## config.mk

```make
export PLATFORM = sky130hd
export DESIGN_NAME = plmt_ctrl
export DESIGN_NICKNAME = d
export VERILOG_FILES = /design/src/hdl/plmt_pkg.sv /design/src/hdl/plmt_ctrl.sv
export SDC_FILE = /design/constraint.sdc
export NUM_CORES = 1
export LEC_CHECK = 0
export BUFFER_PORTS_ARGS = -buffer_cell sky130_fd_sc_hd__buf_2
export CORE_MARGIN = 2
export CORE_UTILIZATION = 48
export DETAILED_ROUTE_END_ITERATION = 7
export GPL_ROUTABILITY_DRIVEN = 0
export PLACE_DENSITY_LB_ADDON = 0.05
export SETUP_SLACK_MARGIN = 0.4
export SLEW_MARGIN = 15
export SYNTH_ARGS = -nofsm -noshare
export SYNTH_HDL_FRONTEND = slang
export SYNTH_SLANG_ARGS = --single-unit
```

## constraint.sdc

```tcl
create_clock -name clk -period 1.73 [get_ports clk]
set_input_delay 0.0865 -clock clk [delete_from_list [all_inputs] [get_ports clk]]
set_output_delay 0.0865 -clock clk [all_outputs]
set_load 0.02 [all_outputs]
```

## src/hdl/plmt_pkg.sv

```systemverilog
`timescale 1ns / 1ps
`default_nettype none

package plmt_pkg;

    localparam int POOL_NODES  = 65536;
    localparam int COORD_SLOTS = 4096;
    localparam int MAX_LEVELS  = 48;

    localparam int NODE_AW  = $clog2(POOL_NODES);
    localparam int HANDLE_W = 17;
    localparam int COORD_AW = $clog2(COORD_SLOTS);
    localparam int POS_W    = COORD_AW + 1;
    localparam int STACK_AW = $clog2(MAX_LEVELS);
    localparam int DEPTH_W  = $clog2(MAX_LEVELS + 1);
    localparam int CNT_W    = 13;
    localparam int SLOPE_W  = 32;
    localparam int VALUE_W  = 64;
    localparam int X_W      = 31;
    localparam int SLOT_W   = 12;
    localparam int NEED_W   = DEPTH_W + 1;

    localparam logic signed [VALUE_W-1:0] EMPTY_VALUE = 64'sd1000000000000000000;

    typedef enum logic [1:0] {
        ACT_LOAD,
        ACT_INSERT,
        ACT_QUERY,
        ACT_SET_TOP
    } action_t;

    typedef enum logic [1:0] {
        KIND_LEAF,
        KIND_REPLACE,
        KIND_REUSE
    } kind_t;

    typedef enum logic [1:0] {
        XS_LEFT,
        XS_RIGHT,
        XS_MID,
        XS_QUERY
    } xsel_t;

    typedef enum logic [2:0] {
        D_KL,
        D_QL,
        D_KR,
        D_QR,
        D_KM,
        D_QM,
        D_V
    } dst_t;

    typedef enum logic [4:0] {
        S_IDLE,
        S_LOAD,
        S_TOP,
        S_I_CHECK,
        S_I_RDM,
        S_I_RDR,
        S_I_EVM,
        S_I_EVA,
        S_I_DECIDE,
        S_I_NEED,
        S_I_POP_CHK,
        S_I_POP_RD,
        S_I_POP_WR,
        S_Q_CHECK,
        S_Q_EVM,
        S_Q_EVA,
        S_Q_STEP,
        S_FIN
    } state_t;

    typedef struct packed {
        logic signed [SLOPE_W-1:0] slope;
        logic signed [VALUE_W-1:0] intercept;
        logic [HANDLE_W-1:0]       left;
        logic [HANDLE_W-1:0]       right;
    } node_t;

    typedef struct packed {
        logic signed [SLOPE_W-1:0] slope;
        logic signed [VALUE_W-1:0] intercept;
        logic [HANDLE_W-1:0]       keep;
        logic                      went_left;
    } frame_t;

    typedef struct packed {
        logic    capture;
        logic    coord_wr;
        logic    set_top;
        logic    node_rd;
        logic    coord_rd;
        xsel_t   coord_sel;
        logic    mul;
        logic    use_node;
        xsel_t   xsel;
        dst_t    dst;
        logic    add;
        logic    set_kind;
        kind_t   kind;
        logic    step;
        logic    set_full;
        logic    put_first;
        logic    take_p;
        logic    pop_rd;
        logic    pop_wr;
        logic    q_step;
        logic    finish;
    } cmd_t;

    typedef struct packed {
        action_t act;
        logic    p_empty;
        logic    depth_max;
        logic    all_le;
        logic    all_ge;
        logic    fits;
        logic    reuse;
        logic    depth_zero;
    } status_t;

endpackage

`default_nettype wire

```

## src/hdl/plmt_ctrl.sv

```systemverilog
`timescale 1ns / 1ps
`default_nettype none

module plmt_ctrl (
    input  logic              clk,
    input  logic              rst_n,
    input  logic              req_valid,
    output logic              req_ready,
    output logic              rsp_valid,
    input  logic              rsp_ready,
    input  plmt_pkg::status_t status,
    output plmt_pkg::cmd_t    cmd
);

    plmt_pkg::state_t state_reg;
    plmt_pkg::state_t state_next;
    logic [2:0]       idx_reg;
    logic [2:0]       idx_next;
    logic             rsp_valid_reg;

    always_ff @(posedge clk or negedge rst_n)
    begin
        if (!rst_n)
        begin
            state_reg     <= plmt_pkg::S_IDLE;
            idx_reg       <= '0;
            rsp_valid_reg <= 1'b0;
        end
        else
        begin
            state_reg <= state_next;
            idx_reg   <= idx_next;
            if (cmd.finish)
            begin
                rsp_valid_reg <= 1'b1;
            end
            else if (rsp_ready)
            begin
                rsp_valid_reg <= 1'b0;
            end
        end
    end

    assign rsp_valid = rsp_valid_reg;

    always_comb
    begin
        state_next = state_reg;
        idx_next   = idx_reg;
        cmd        = '0;
        req_ready  = 1'b0;
        case (state_reg)
            plmt_pkg::S_IDLE:
            begin
                req_ready = 1'b1;
                if (req_valid)
                begin
                    cmd.capture = 1'b1;
                    case (status.act)
                        plmt_pkg::ACT_LOAD:   state_next = plmt_pkg::S_LOAD;
                        plmt_pkg::ACT_INSERT: state_next = plmt_pkg::S_I_CHECK;
                        plmt_pkg::ACT_QUERY:  state_next = plmt_pkg::S_Q_CHECK;
                        default:              state_next = plmt_pkg::S_TOP;
                    endcase
                end
            end
            plmt_pkg::S_LOAD:
            begin
                cmd.coord_wr = 1'b1;
                state_next   = plmt_pkg::S_FIN;
            end
            plmt_pkg::S_TOP:
            begin
                cmd.set_top = 1'b1;
                state_next  = plmt_pkg::S_FIN;
            end
            plmt_pkg::S_I_CHECK:
            begin
                if (status.p_empty || status.depth_max)
                begin
                    cmd.set_kind = 1'b1;
                    cmd.kind     = plmt_pkg::KIND_LEAF;
                    state_next   = plmt_pkg::S_I_NEED;
                end
                else
                begin
                    cmd.node_rd   = 1'b1;
                    cmd.coord_rd  = 1'b1;
                    cmd.coord_sel = plmt_pkg::XS_LEFT;
                    state_next    = plmt_pkg::S_I_RDM;
                end
            end
            plmt_pkg::S_I_RDM:
            begin
                cmd.coord_rd  = 1'b1;
                cmd.coord_sel = plmt_pkg::XS_MID;
                state_next    = plmt_pkg::S_I_RDR;
            end
            plmt_pkg::S_I_RDR:
            begin
                cmd.coord_rd  = 1'b1;
                cmd.coord_sel = plmt_pkg::XS_RIGHT;
                idx_next      = '0;
                state_next    = plmt_pkg::S_I_EVM;
            end
            plmt_pkg::S_I_EVM:
            begin
                // Even steps evaluate the new line, odd steps the stored one.
                cmd.mul      = 1'b1;
                cmd.use_node = idx_reg[0];
                cmd.xsel     = plmt_pkg::xsel_t'(idx_reg[2:1]);
                cmd.dst      = plmt_pkg::dst_t'(idx_reg);
                state_next   = plmt_pkg::S_I_EVA;
            end
            plmt_pkg::S_I_EVA:
            begin
                cmd.add = 1'b1;
                if (idx_reg == 3'(plmt_pkg::D_QM))
                begin
                    state_next = plmt_pkg::S_I_DECIDE;
                end
                else
                begin
                    idx_next   = idx_reg + 3'd1;
                    state_next = plmt_pkg::S_I_EVM;
                end
            end
            plmt_pkg::S_I_DECIDE:
            begin
                if (status.all_le)
                begin
                    cmd.set_kind = 1'b1;
                    cmd.kind     = plmt_pkg::KIND_REPLACE;
                    state_next   = plmt_pkg::S_I_NEED;
                end
                else if (status.all_ge)
                begin
                    cmd.set_kind = 1'b1;
                    cmd.kind     = plmt_pkg::KIND_REUSE;
                    state_next   = plmt_pkg::S_I_NEED;
                end
                else
                begin
                    cmd.step   = 1'b1;
                    state_next = plmt_pkg::S_I_CHECK;
                end
            end
            plmt_pkg::S_I_NEED:
            begin
                if (!status.fits)
                begin
                    cmd.set_full = 1'b1;
                    state_next   = plmt_pkg::S_FIN;
                end
                else if (status.reuse)
                begin
                    cmd.take_p = 1'b1;
                    state_next = plmt_pkg::S_I_POP_CHK;
                end
                else
                begin
                    cmd.put_first = 1'b1;
                    state_next    = plmt_pkg::S_I_POP_CHK;
                end
            end
            plmt_pkg::S_I_POP_CHK:
            begin
                if (status.depth_zero)
                begin
                    state_next = plmt_pkg::S_FIN;
                end
                else
                begin
                    cmd.pop_rd = 1'b1;
                    state_next = plmt_pkg::S_I_POP_WR;
                end
            end
            plmt_pkg::S_I_POP_WR:
            begin
                cmd.pop_wr = 1'b1;
                state_next = plmt_pkg::S_I_POP_CHK;
            end
            plmt_pkg::S_Q_CHECK:
            begin
                if (status.p_empty || status.depth_max)
                begin
                    state_next = plmt_pkg::S_FIN;
                end
                else
                begin
                    cmd.node_rd   = 1'b1;
                    cmd.coord_rd  = 1'b1;
                    cmd.coord_sel = plmt_pkg::XS_MID;
                    state_next    = plmt_pkg::S_Q_EVM;
                end
            end
            plmt_pkg::S_Q_EVM:
            begin
                cmd.mul      = 1'b1;
                cmd.use_node = 1'b1;
                cmd.xsel     = plmt_pkg::XS_QUERY;
                cmd.dst      = plmt_pkg::D_V;
                state_next   = plmt_pkg::S_Q_EVA;
            end
            plmt_pkg::S_Q_EVA:
            begin
                cmd.add    = 1'b1;
                state_next = plmt_pkg::S_Q_STEP;
            end
            plmt_pkg::S_Q_STEP:
            begin
                cmd.q_step = 1'b1;
                state_next = plmt_pkg::S_Q_CHECK;
            end
            plmt_pkg::S_FIN:
            begin
                if (!rsp_valid_reg || rsp_ready)
                begin
                    cmd.finish = 1'b1;
                    state_next = plmt_pkg::S_IDLE;
                end
            end
            default:
            begin
                state_next = plmt_pkg::S_IDLE;
            end
        endcase
    end

endmodule

`default_nettype wire

```

==> results of run 1 <==
[metrics by stage]
stage	area [µm²]	cells	worst slack, ns	hold slack, ns	utilization (%)
floorplan	1120	136	0.277	-0.209	-
global placement	1320	200	0.109	-0.0538	66.5
detailed placement	1320	200	0.0931	-0.0541	66.5
CTS	1650	226	0.0380	0.174	83.1
[cells by family after synthesis]
| group | share of synthesized area, % |
|---|---|
| AND/OR/NAND/NOR | 39.2 |
| flip-flops | 22.1 |
| adder cells (fa/ha/maj) | 2.45 |
| XOR/XNOR | 1.72 |
| AO/OA/AOI/OAI | 19.5 |
| multiplexers | 2.94 |
| buffers and inverters | 12.1 |
[timing repair]
| action | in CTS |
|---|---|
| hold buffers | 1 |
| gates resized for setup | 44 |
| endpoints found under the hold margin | 9 |
| pin swaps | 9 |
| setup endpoints to repair | 36 |
| buffers inserted | 21 |
==> flow_metrics.tcl, run 1 <==
set metrics [dict create \
    synthDistinctLibCells 46 \
    hpwl_mm 2.28 \
    initial_core_util_pct 51.5 \
    status "aborted with a tool error" \
    synth_area_mm2 0.00102 \
    die_h_um 50.1 \
    ys_seq_area_share_pct 22.1 \
    failed_stage "global routing (5_1_grt)" \
    netlist_instances 136 \
    yosysTopAreaCellShare_pct 22.1 \
    numCtsBuffers 3 \
    synth_nets 151 \
    synthMostInstantiatedCell "nor2_1" \
    clock_sinks 9 \
    yosys-top-cells-count "nor2_1, dfrtp_1, inv_1, nand2_1, a21oi_1" \
    die_w_um 50.1 \
    worst_endpoint "cmd[4]" \
    worst_endpoint_kind "primary output" \
    ys.flop_type "dfrtp_1" \
    synthArstFlopShare_pct 100 \
    grt_max_degree 13 \
    synthTopCellsByArea "dfrtp_1, nor2_1, buf_4, inv_1, nand2_1" \
    cts_max_level 1 \
    root_buffer "clkbuf_4" \
    clockBufferDepth 2 \
    stop_error "[ERROR DPL-0038] Utilization greater than 100%, impossible to legalize" \
    rows 16 \
    yosysTopAreaCell "dfrtp_1" \
    avgSynthCellArea_um2 7.51 \
    ys.warnings.count 0 \
    synth-edff-count 0 \
    ys_seq_elements 9 \
    ioPinCount 41 \
    port_buffers 40 \
]
==> inputs of run 2 (changes only) <==
CORE_AREA = 2 2 63 65   (was unset)
CORE_MARGIN = unset   (was 2)
CORE_UTILIZATION = unset   (was 48)
DIE_AREA = 0 0 65 67   (was unset)
PLACE_DENSITY_LB_ADDON = 0.15   (was 0.05)
SETUP_SLACK_MARGIN = unset   (was 0.4)
==> flow_metrics.tcl, run 2 <==
set metrics [dict create \
    cp-start-kind "flip-flop" \
    min_period_ns 1.70 \
    nFillCells 387 \
    yosys-top-cells-count "nor2_1, dfrtp_1, inv_1, nand2_1, a21oi_1" \
    netSwitchingFraction_pct 46.9 \
    avgSynthCellArea_um2 7.51 \
    clockPowerShare_pct 11.8 \
    ioPinCount 41 \
    p_int_w 0.00112 \
    crit_path_max_incr_delay_ns 0.47 \
    final_nets 208 \
    r2r_end "state_reg[0]" \
    cp_slowest_cell "dfrtp_2" \
    yosysTopAreaCell "dfrtp_1" \
    powerDensity_mw_per_mm2 1430 \
    grt_usage_pct 15.8 \
    status "complete, no violations" \
    numCtsBuffers 3 \
    routedWlPerCell_um 14.3 \
    hold_viol 0 \
    crit_fanout 8 \
    grt_max_degree 14 \
    grt_pass1_wl_mm 5.24 \
    postRouteAntennaNets 0 \
    initial_core_util_pct 28.3 \
    drtPass1Iterations 6 \
    pwr-share-seq_pct 18.4 \
    synthTopCellsByArea "dfrtp_1, nor2_1, buf_4, inv_1, nand2_1" \
    cp-end-kind "output port" \
    largest_reg_flops 5 \
    dieArea_mm2 0.00436 \
    synthArstFlopShare_pct 100 \
    synth_area_mm2 0.00102 \
    postLayoutCellArea_mm2 0.00148 \
    combinationalPowerShare_pct 69.7 \
    clock_sinks 9 \
    critPathArrivalTime_ns 1.61 \
    seqCellArea_um2 230 \
    core_area_mm2 0.00361 \
    final_cell_mix "buf_2, buf_4, nor2_1, nand2_1, inv_1" \
    worstSetupPathType "reg -> out" \
    drt_iter0_markers 40 \
    worstHoldPathCells 3 \
    synth-edff-count 0 \
    gr-total-overflow 0 \
    netlist_instances 136 \
    worst_pin_slew_ns 0.463 \
    antenna_found_initial 0 \
    rows 22 \
    fmax_mhz 588 \
    insertion_delay_ns 0.24 \
    timing.final.ws_setup_ns 0.0305 \
    via_per_inst 5.15 \
    ys_seq_elements 9 \
    crit_chain "or3b_4 > nor2_1 > o21a_1 > a21o_1 > buf_2" \
    slew_headroom_pct 68.9 \
    min_to "rsp_valid" \
    layout_commonest_cell "buf_2" \
    yosysTopAreaCellShare_pct 22.1 \
    synth_nets 151 \
    p_sw_w 0.000990 \
    worstHoldStart "rsp_ready" \
    setup_violations 0 \
    hp-class "in -> reg" \
    drv_cap 0 \
    die_h_um 67 \
    p_leak_nw 0.800 \
    r2r-start "state_reg[1]" \
    hpwl_mm 2.51 \
    vdd_drop_max_v 0.000413 \
    grt_pass1_vias 1152 \
    synthDistinctLibCells 46 \
    multi_input_area_um2 716 \
    clock_skew_ns 0.00226 \
    root_buffer "clkbuf_8" \
    clockBufferDepth 2 \
    die_w_um 65 \
    clkTransAtPathRegs_ns 0.05 \
    drt-total-wl_mm 3.42 \
    synthToLayoutAreaGrowth_pct 44.5 \
    drive_gt1_share_pct 45.8 \
    min_period_over_period_pct 98.2 \
    synthMostInstantiatedCell "nor2_1" \
    pre_cts_ws_ns 0.122 \
    slew_viol_final 0 \
    ys.flop_type "dfrtp_1" \
    drc 0 \
    n_antenna_cell 0 \
    rsz0062_at_grt "yes" \
    rrSetupSlack_ns 0.09 \
    rr_worst_depth 6 \
    cts_tree "done" \
    ys_seq_area_share_pct 22.1 \
    ys.warnings.count 0 \
    cts_max_level 1 \
    num_vias 1237 \
    required_ns 1.64 \
    placed_cell_area_mm2 0.00126 \
    port_buffers 40 \
]
==> run 2: kinds of logic (layout without fill, tap and decap cells) <==
group / after synthesis / after routing / share of synthesized area, %
flops: 9 / 9 / 22.1
fa+ha+maj: 2 / 2 / 2.45
mux: 3 / 3 / 2.94
xor+xnor: 2 / 2 / 1.72
compound gates: 29 / 29 / 19.5
simple gates: 70 / 70 / 39.2
buf+inv: 21 / 77 / 12.1
==> run 2: stage by stage <==
step / std cells / TNS [ns] / total power, W / utilization (%) / hold slack (ns)
after floorplan: 136 / 0 / 0.00124 / - / -0.209
after global placement: 221 / 0 / 0.00154 / 35.0 / -0.0470
after detailed placement: 221 / 0 / 0.00154 / 35.0 / -0.0476
after CTS: 235 / 0 / 0.00194 / 38.8 / 0.149
after global routing: 240 / -0.0755 / 0.00226 / 40.9 / 0.213
final: 240 / 0 / 0.00211 / 40.9 / 0.148
==> run 2: repair_timing <==
action / in CTS / in global routing
resized for setup: 6 / 12
endpoints found under the hold margin: 9 / 0
endpoints found under the setup margin: 16 / 11
setup buffers: 9 / 5
pin swaps: 0 / 3
hold buffers: 1 / 0
==> run 2: per-layer routing <==
layer	wire, µm	vias up	GRT usage (%)
li1	-	596	-
met1	1580	575	19.8
met2	1570	53	25.6
met4	106	0	10.4
met5	0	-	0
met3	161	13	1.69
==> run 2: power groups by stage <==
stage,registers (W),clock network [W],logic [W]
global route,0.000400,0.000272,0.00159
CTS,0.000386,0.000257,0.00130
finish,0.000389,0.000250,0.00147
global placement,0.000414,0,0.00113
detailed placement,0.000415,0,0.00113
floorplan,0.000328,0,0.000913
==> run 2: critical path, delay by kind of cell (launching register included) <==
family,cells,cell delay [ns]
flops,1,0.47
buf+inv,1,0.15
simple gates,2,0.52
compound gates,2,0.24
==> run 2: cell type report <==
cell class,count,share of cell area (%)
Inverter,9,2.29
Multi-Input combinational cell,106,48.5
Clock buffer,3,2.80
Clock inverter,1,0.339
Sequential cell,9,15.6
Tap cell,48,4.07
Timing Repair Buffer,64,26.4
==> run 2: worst max path at each step <==
stage	from	to	slack, ns	depth (start not counted)
floorplan	state_reg[2]	state_reg[1]	0.11	5
global placement	state_reg[2]	state_reg[0]	0.11	4
detailed placement	state_reg[2]	state_reg[0]	0.12	4
CTS	state_reg[4]	cmd[21]	0.001	5
global route	state_reg[4]	cmd[21]	-0.03	5
finish	state_reg[4]	cmd[21]	0.03	5
No activity file was read; power rests on OpenSTA's default activity.
==> inputs of run 3 (changes only) <==
clock period = 1.91 ns   (was 1.73 ns; I/O delays follow)
==> flow_metrics.tcl, run 3 (synthesis gave the netlist of run 2 again) <==
set metrics [dict create \
    hp-class "in -> reg" \
    grt_usage_pct 15.3 \
    setup_violations 0 \
    largest_reg_flops 5 \
    grt_max_degree 17 \
    clock_sinks 9 \
    slew_viol_final 0 \
    routedWlPerCell_um 13.9 \
    cp_slowest_cell "dfrtp_1" \
    placed_cell_area_mm2 0.00123 \
    rows 22 \
    insertion_delay_ns 0.24 \
    rrSetupSlack_ns 0.31 \
    cts_max_level 1 \
    drt-total-wl_mm 3.10 \
    multi_input_area_um2 684 \
    postLayoutCellArea_mm2 0.00130 \
    grt_use_met3_pct 2.53 \
    utilization_pct 36.1 \
    min_period_ns 1.80 \
    cp-start-kind "flip-flop" \
    drc 0 \
    powerDensity_mw_per_mm2 1250 \
    vdd_drop_max_v 0.000328 \
    drt_iter0_markers 30 \
    seqCellArea_um2 229 \
    use_met1_pct 20.1 \
    crit_path_max_incr_delay_ns 0.46 \
    gr-usage-met2_pct 25.3 \
    worstSetupPathType "reg -> out" \
    crit_fanout 12 \
    grt_pass1_vias 1102 \
    drive_gt1_share_pct 35.6 \
    die_h_um 67 \
    slew_headroom_pct 74.0 \
    core_area_mm2 0.00361 \
    clkTransAtPathRegs_ns 0.05 \
    crit_chain "buf_4 > nand3b_1 > nor2_2 > o21a_1 > a21o_1 > buf_2" \
    worst_pin_slew_ns 0.386 \
    post-cts-setup-buffers 0 \
    numCtsBuffers 3 \
    final_cell_mix "buf_2, nor2_1, nand2_1, inv_1" \
    synthToLayoutAreaGrowth_pct 27.3 \
    n_antenna_cell 0 \
    cts_tree "done" \
    nFillCells 401 \
    layout_commonest_cell "buf_2" \
    worst_hold_slack_ns 0.166 \
    die_w_um 65 \
    busiest_layer "met2" \
    clockBufferDepth 2 \
    status "complete, no violations" \
    p_leak_nw 0.699 \
    final_nets 190 \
    antenna_found_initial 0 \
    hold_viol 0 \
    grt_pass1_wl_mm 5.18 \
    drtPass1Iterations 4 \
    hpwl_mm 2.46 \
    num_vias 1135 \
    postRouteAntennaNets 0 \
    clock_skew_ns 0.00544 \
    min_period_over_period_pct 94.2 \
    required_ns 1.81 \
    dieArea_mm2 0.00436 \
    drv_cap 0 \
    cp-end-kind "output port" \
    ioPinCount 41 \
    via_per_inst 5.11 \
    initial_core_util_pct 28.3 \
    critPathArrivalTime_ns 1.70 \
    fmax_mhz 556 \
    root_buffer "clkbuf_8" \
    gr-total-overflow 0 \
    port_buffers 40 \
]
run 3: final cells by class:
class                      instances  share of cell area, %
timing repair buffer              46                   19.1
tap                               48                   4.62
sequential                         9                   17.6
clock buffer                       4                   3.46
inverter                           9                   2.60
multi-input combinational        106                   52.6
run 3: metrics by stage:
| stage | total power (W) | TNS (ns) | cells | setup slack [ns] |
|---|---|---|---|---|
| finish | 0.00162 | 0 | 222 | 0.110 |
| floorplan | 0.00112 | 0 | 136 | 0.164 |
| global placement | 0.00136 | 0 | 217 | 0.310 |
| CTS | 0.00159 | 0 | 222 | 0.0477 |
| detailed placement | 0.00136 | 0 | 217 | 0.279 |
| global route | 0.00175 | -0.00512 | 222 | -0.00506 |
run 3: path summary, 6_finish.rpt:
check,from,endpoint,cells after the start
worst min-delay path,rsp_ready,rsp_valid,3
worst min register to register,rsp_valid,rsp_valid,2
worst max register to register,state_reg[0],state_reg[2],5
min in group asynchronous,rst_n,rsp_valid,2
worst max-delay path,state_reg[4],cmd[21],6
max in group asynchronous,rst_n,state_reg[2],2
run 3: layer usage:
layer	wire length (µm)	share of wire, %	up-vias
li1	-	-	558
met1	1500	48	525
met2	1360	44	47
met3	197	6.4	5
met4	41	1.3	0
met5	0	0	-
run 3: power breakdown:
part | internal [W] | switching, W | leakage, nW | total, W
logic | 0.000413 | 0.000607 | 0.561 | 0.00102
clock network | 0.000146 | 0.0000805 | 0.0228 | 0.000226
registers | 0.000255 | 0.000116 | 0.116 | 0.000372
total | 0.000815 | 0.000804 | 0.699 | 0.00162
run 3: repair_timing:
item,in CTS,in global routing
hold endpoints to repair,9,0
gates resized for setup,0,7
setup endpoints to repair,0,9
hold buffers,1,0
run 3: worst max-delay path, delay by kind of cell (launching register included):
kind / cells / cell delay [ns]
AOI/OAI and AO/OA: 2 / 0.22
buffers and inverters: 2 / 0.36
DFF: 1 / 0.46
and+or+nand+nor: 2 / 0.42
==> inputs of run 4 (changes only) <==
CORE_AREA = 5 5 66 68   (was 2 2 63 65)
DIE_AREA = 0 0 71 73   (was 0 0 65 67)
REMOVE_ABC_BUFFERS = 1   (was unset)
==> flow_metrics.tcl, run 4 (synthesis gave the netlist of run 2 again) <==
set metrics [dict create \
    status "complete, no violations" \
    r2r_end "state_reg[0]" \
    powerDensity_mw_per_mm2 1240 \
    ioPinCount 41 \
    worst_pin_slew_ns 0.409 \
    r2r-start "state_reg[4]" \
    cts_tree "done" \
    cp-end-kind "output port" \
    grt_usage_pct 12.3 \
    critPathArrivalTime_ns 1.71 \
    port_buffers 40 \
    pwr-share-seq_pct 24.6 \
    rr_worst_depth 5 \
    drt_iter0_markers 32 \
    crit_fanout 14 \
    initial_core_util_pct 26.9 \
    grt_pass1_vias 1072 \
    final_nets 191 \
    numCtsBuffers 3 \
    p_sw_w 0.000801 \
    via_per_inst 4.88 \
    netSwitchingFraction_pct 49.5 \
    layout_commonest_cell "buf_2" \
    required_ns 1.81 \
    p_int_w 0.000819 \
    fmax_mhz 553 \
    setup_violations 0 \
    clockBufferDepth 2 \
    worstSetupPathType "reg -> out" \
    largest_reg_flops 5 \
    vdd_drop_max_v 0.000283 \
    p_leak_nw 0.704 \
    cts_max_level 1 \
    hold_viol 0 \
    root_buffer "clkbuf_8" \
    min_to "rsp_valid" \
    core_area_mm2 0.00380 \
    min_period_over_period_pct 94.6 \
    timing.final.ws_setup_ns 0.103 \
    synthToLayoutAreaGrowth_pct 27.7 \
    combinationalPowerShare_pct 61.6 \
    hp-class "in -> reg" \
    die_h_um 73 \
    min_period_ns 1.81 \
    rows 23 \
    dieArea_mm2 0.00518 \
    n_antenna_cell 0 \
    clkTransAtPathRegs_ns 0.05 \
    drive_gt1_share_pct 36.0 \
    utilization_pct 34.3 \
    worstHoldPathCells 3 \
    drv_cap 0 \
    rrSetupSlack_ns 0.34 \
    rsz0062_at_grt "no" \
    slew_viol_final 0 \
    final_cell_mix "buf_2, nor2_1, nand2_1, inv_1" \
    grt_max_degree 16 \
    postRouteAntennaNets 0 \
    pre_cts_ws_ns 0.179 \
    drt-total-wl_mm 3.20 \
    drc 0 \
    num_vias 1097 \
    slew_headroom_pct 72.5 \
    clock_sinks 9 \
    insertion_delay_ns 0.24 \
    grt_pass1_wl_mm 5.18 \
    gr-total-overflow 0 \
    hpwl_mm 2.57 \
    post-cts-setup-buffers 0 \
    routedWlPerCell_um 14.2 \
    drtPass1Iterations 4 \
    cp-start-kind "flip-flop" \
    antenna_found_initial 0 \
    die_w_um 71 \
    worstHoldStart "rsp_ready" \
    setup_tns_ns 0 \
    clock_skew_ns 0.00885 \
    clockPowerShare_pct 13.8 \
]
run 4: changes by cell type in the layout (fill, tap and decap cells not counted), sizes merged:
cell and change:
buf +1, clkbuf -1, clkinv +1
run 4: area by class of cell:
type | count | area [µm²]
Timing Repair Buffer | 47 | 255
Multi-Input combinational cell | 106 | 676
Inverter | 9 | 33.8
Clock buffer | 3 | 41.3
Fill cell | 439 | 2490
Tap cell | 50 | 62.6
Clock inverter | 1 | 5.00
Sequential cell | 9 | 230
run 4: critical path: stages (launching register included):
cell and delay (ns):
dfrtp_2 0.50, nor2_2 0.24, and2_2 0.27, a21boi_0 0.25, buf_2 0.21
run 4: per-stage QoR:
| step | power, W | instance area, µm² | hold slack [ns] | std cells |
|---|---|---|---|---|
| final | 0.00162 | 1300 | 0.161 | 225 |
| after global routing | 0.00175 | 1300 | 0.208 | 225 |
| after CTS | 0.00162 | 1300 | 0.163 | 225 |
| after detailed placement | 0.00138 | 1240 | -0.0313 | 220 |
| after global placement | 0.00139 | 1240 | -0.0434 | 220 |
| after floorplan | 0.00102 | 931 | -0.200 | 124 |
run 4: what timing repair did:
item | in CTS | in global routing
cloned | 0 | 0
setup endpoints to repair | 2 | 6
hold buffers | 1 | 0
resized for setup | 2 | 4
endpoints found under the hold margin | 9 | 0
pin swaps | 0 | 1
run 4: how the worst max path moves through the flow:
stage	startpoint	endpoint	slack, ns
global route	state_reg[1]	cmd[21]	0.006
detailed placement	state_reg[4]	cmd[15]	0.18
global placement	state_reg[4]	cmd[15]	0.23
finish	state_reg[4]	cmd[15]	0.10
floorplan	state_reg[0]	cmd[13]	-0.30
CTS	state_reg[4]	cmd[15]	0.05
run 4: layer usage:
layer / vias to the layer above / global-route usage, % / routed length (µm)
met5: - / 0 / 0
met3: 4 / 2.20 / 152
met1: 505 / 15.2 / 1450
met4: 0 / 2.71 / 32
li1: 557 / - / -
met2: 31 / 22.0 / 1560
run 4: power by group through the flow:
stage                     logic [W]  registers (W)  clock network (W)
after floorplan            0.000621       0.000399                  0
after global routing        0.00109       0.000410           0.000245
after detailed placement   0.000990       0.000385                  0
after CTS                   0.00100       0.000387           0.000229
after global placement      0.00100       0.000386                  0
final                      0.000997       0.000399           0.000224
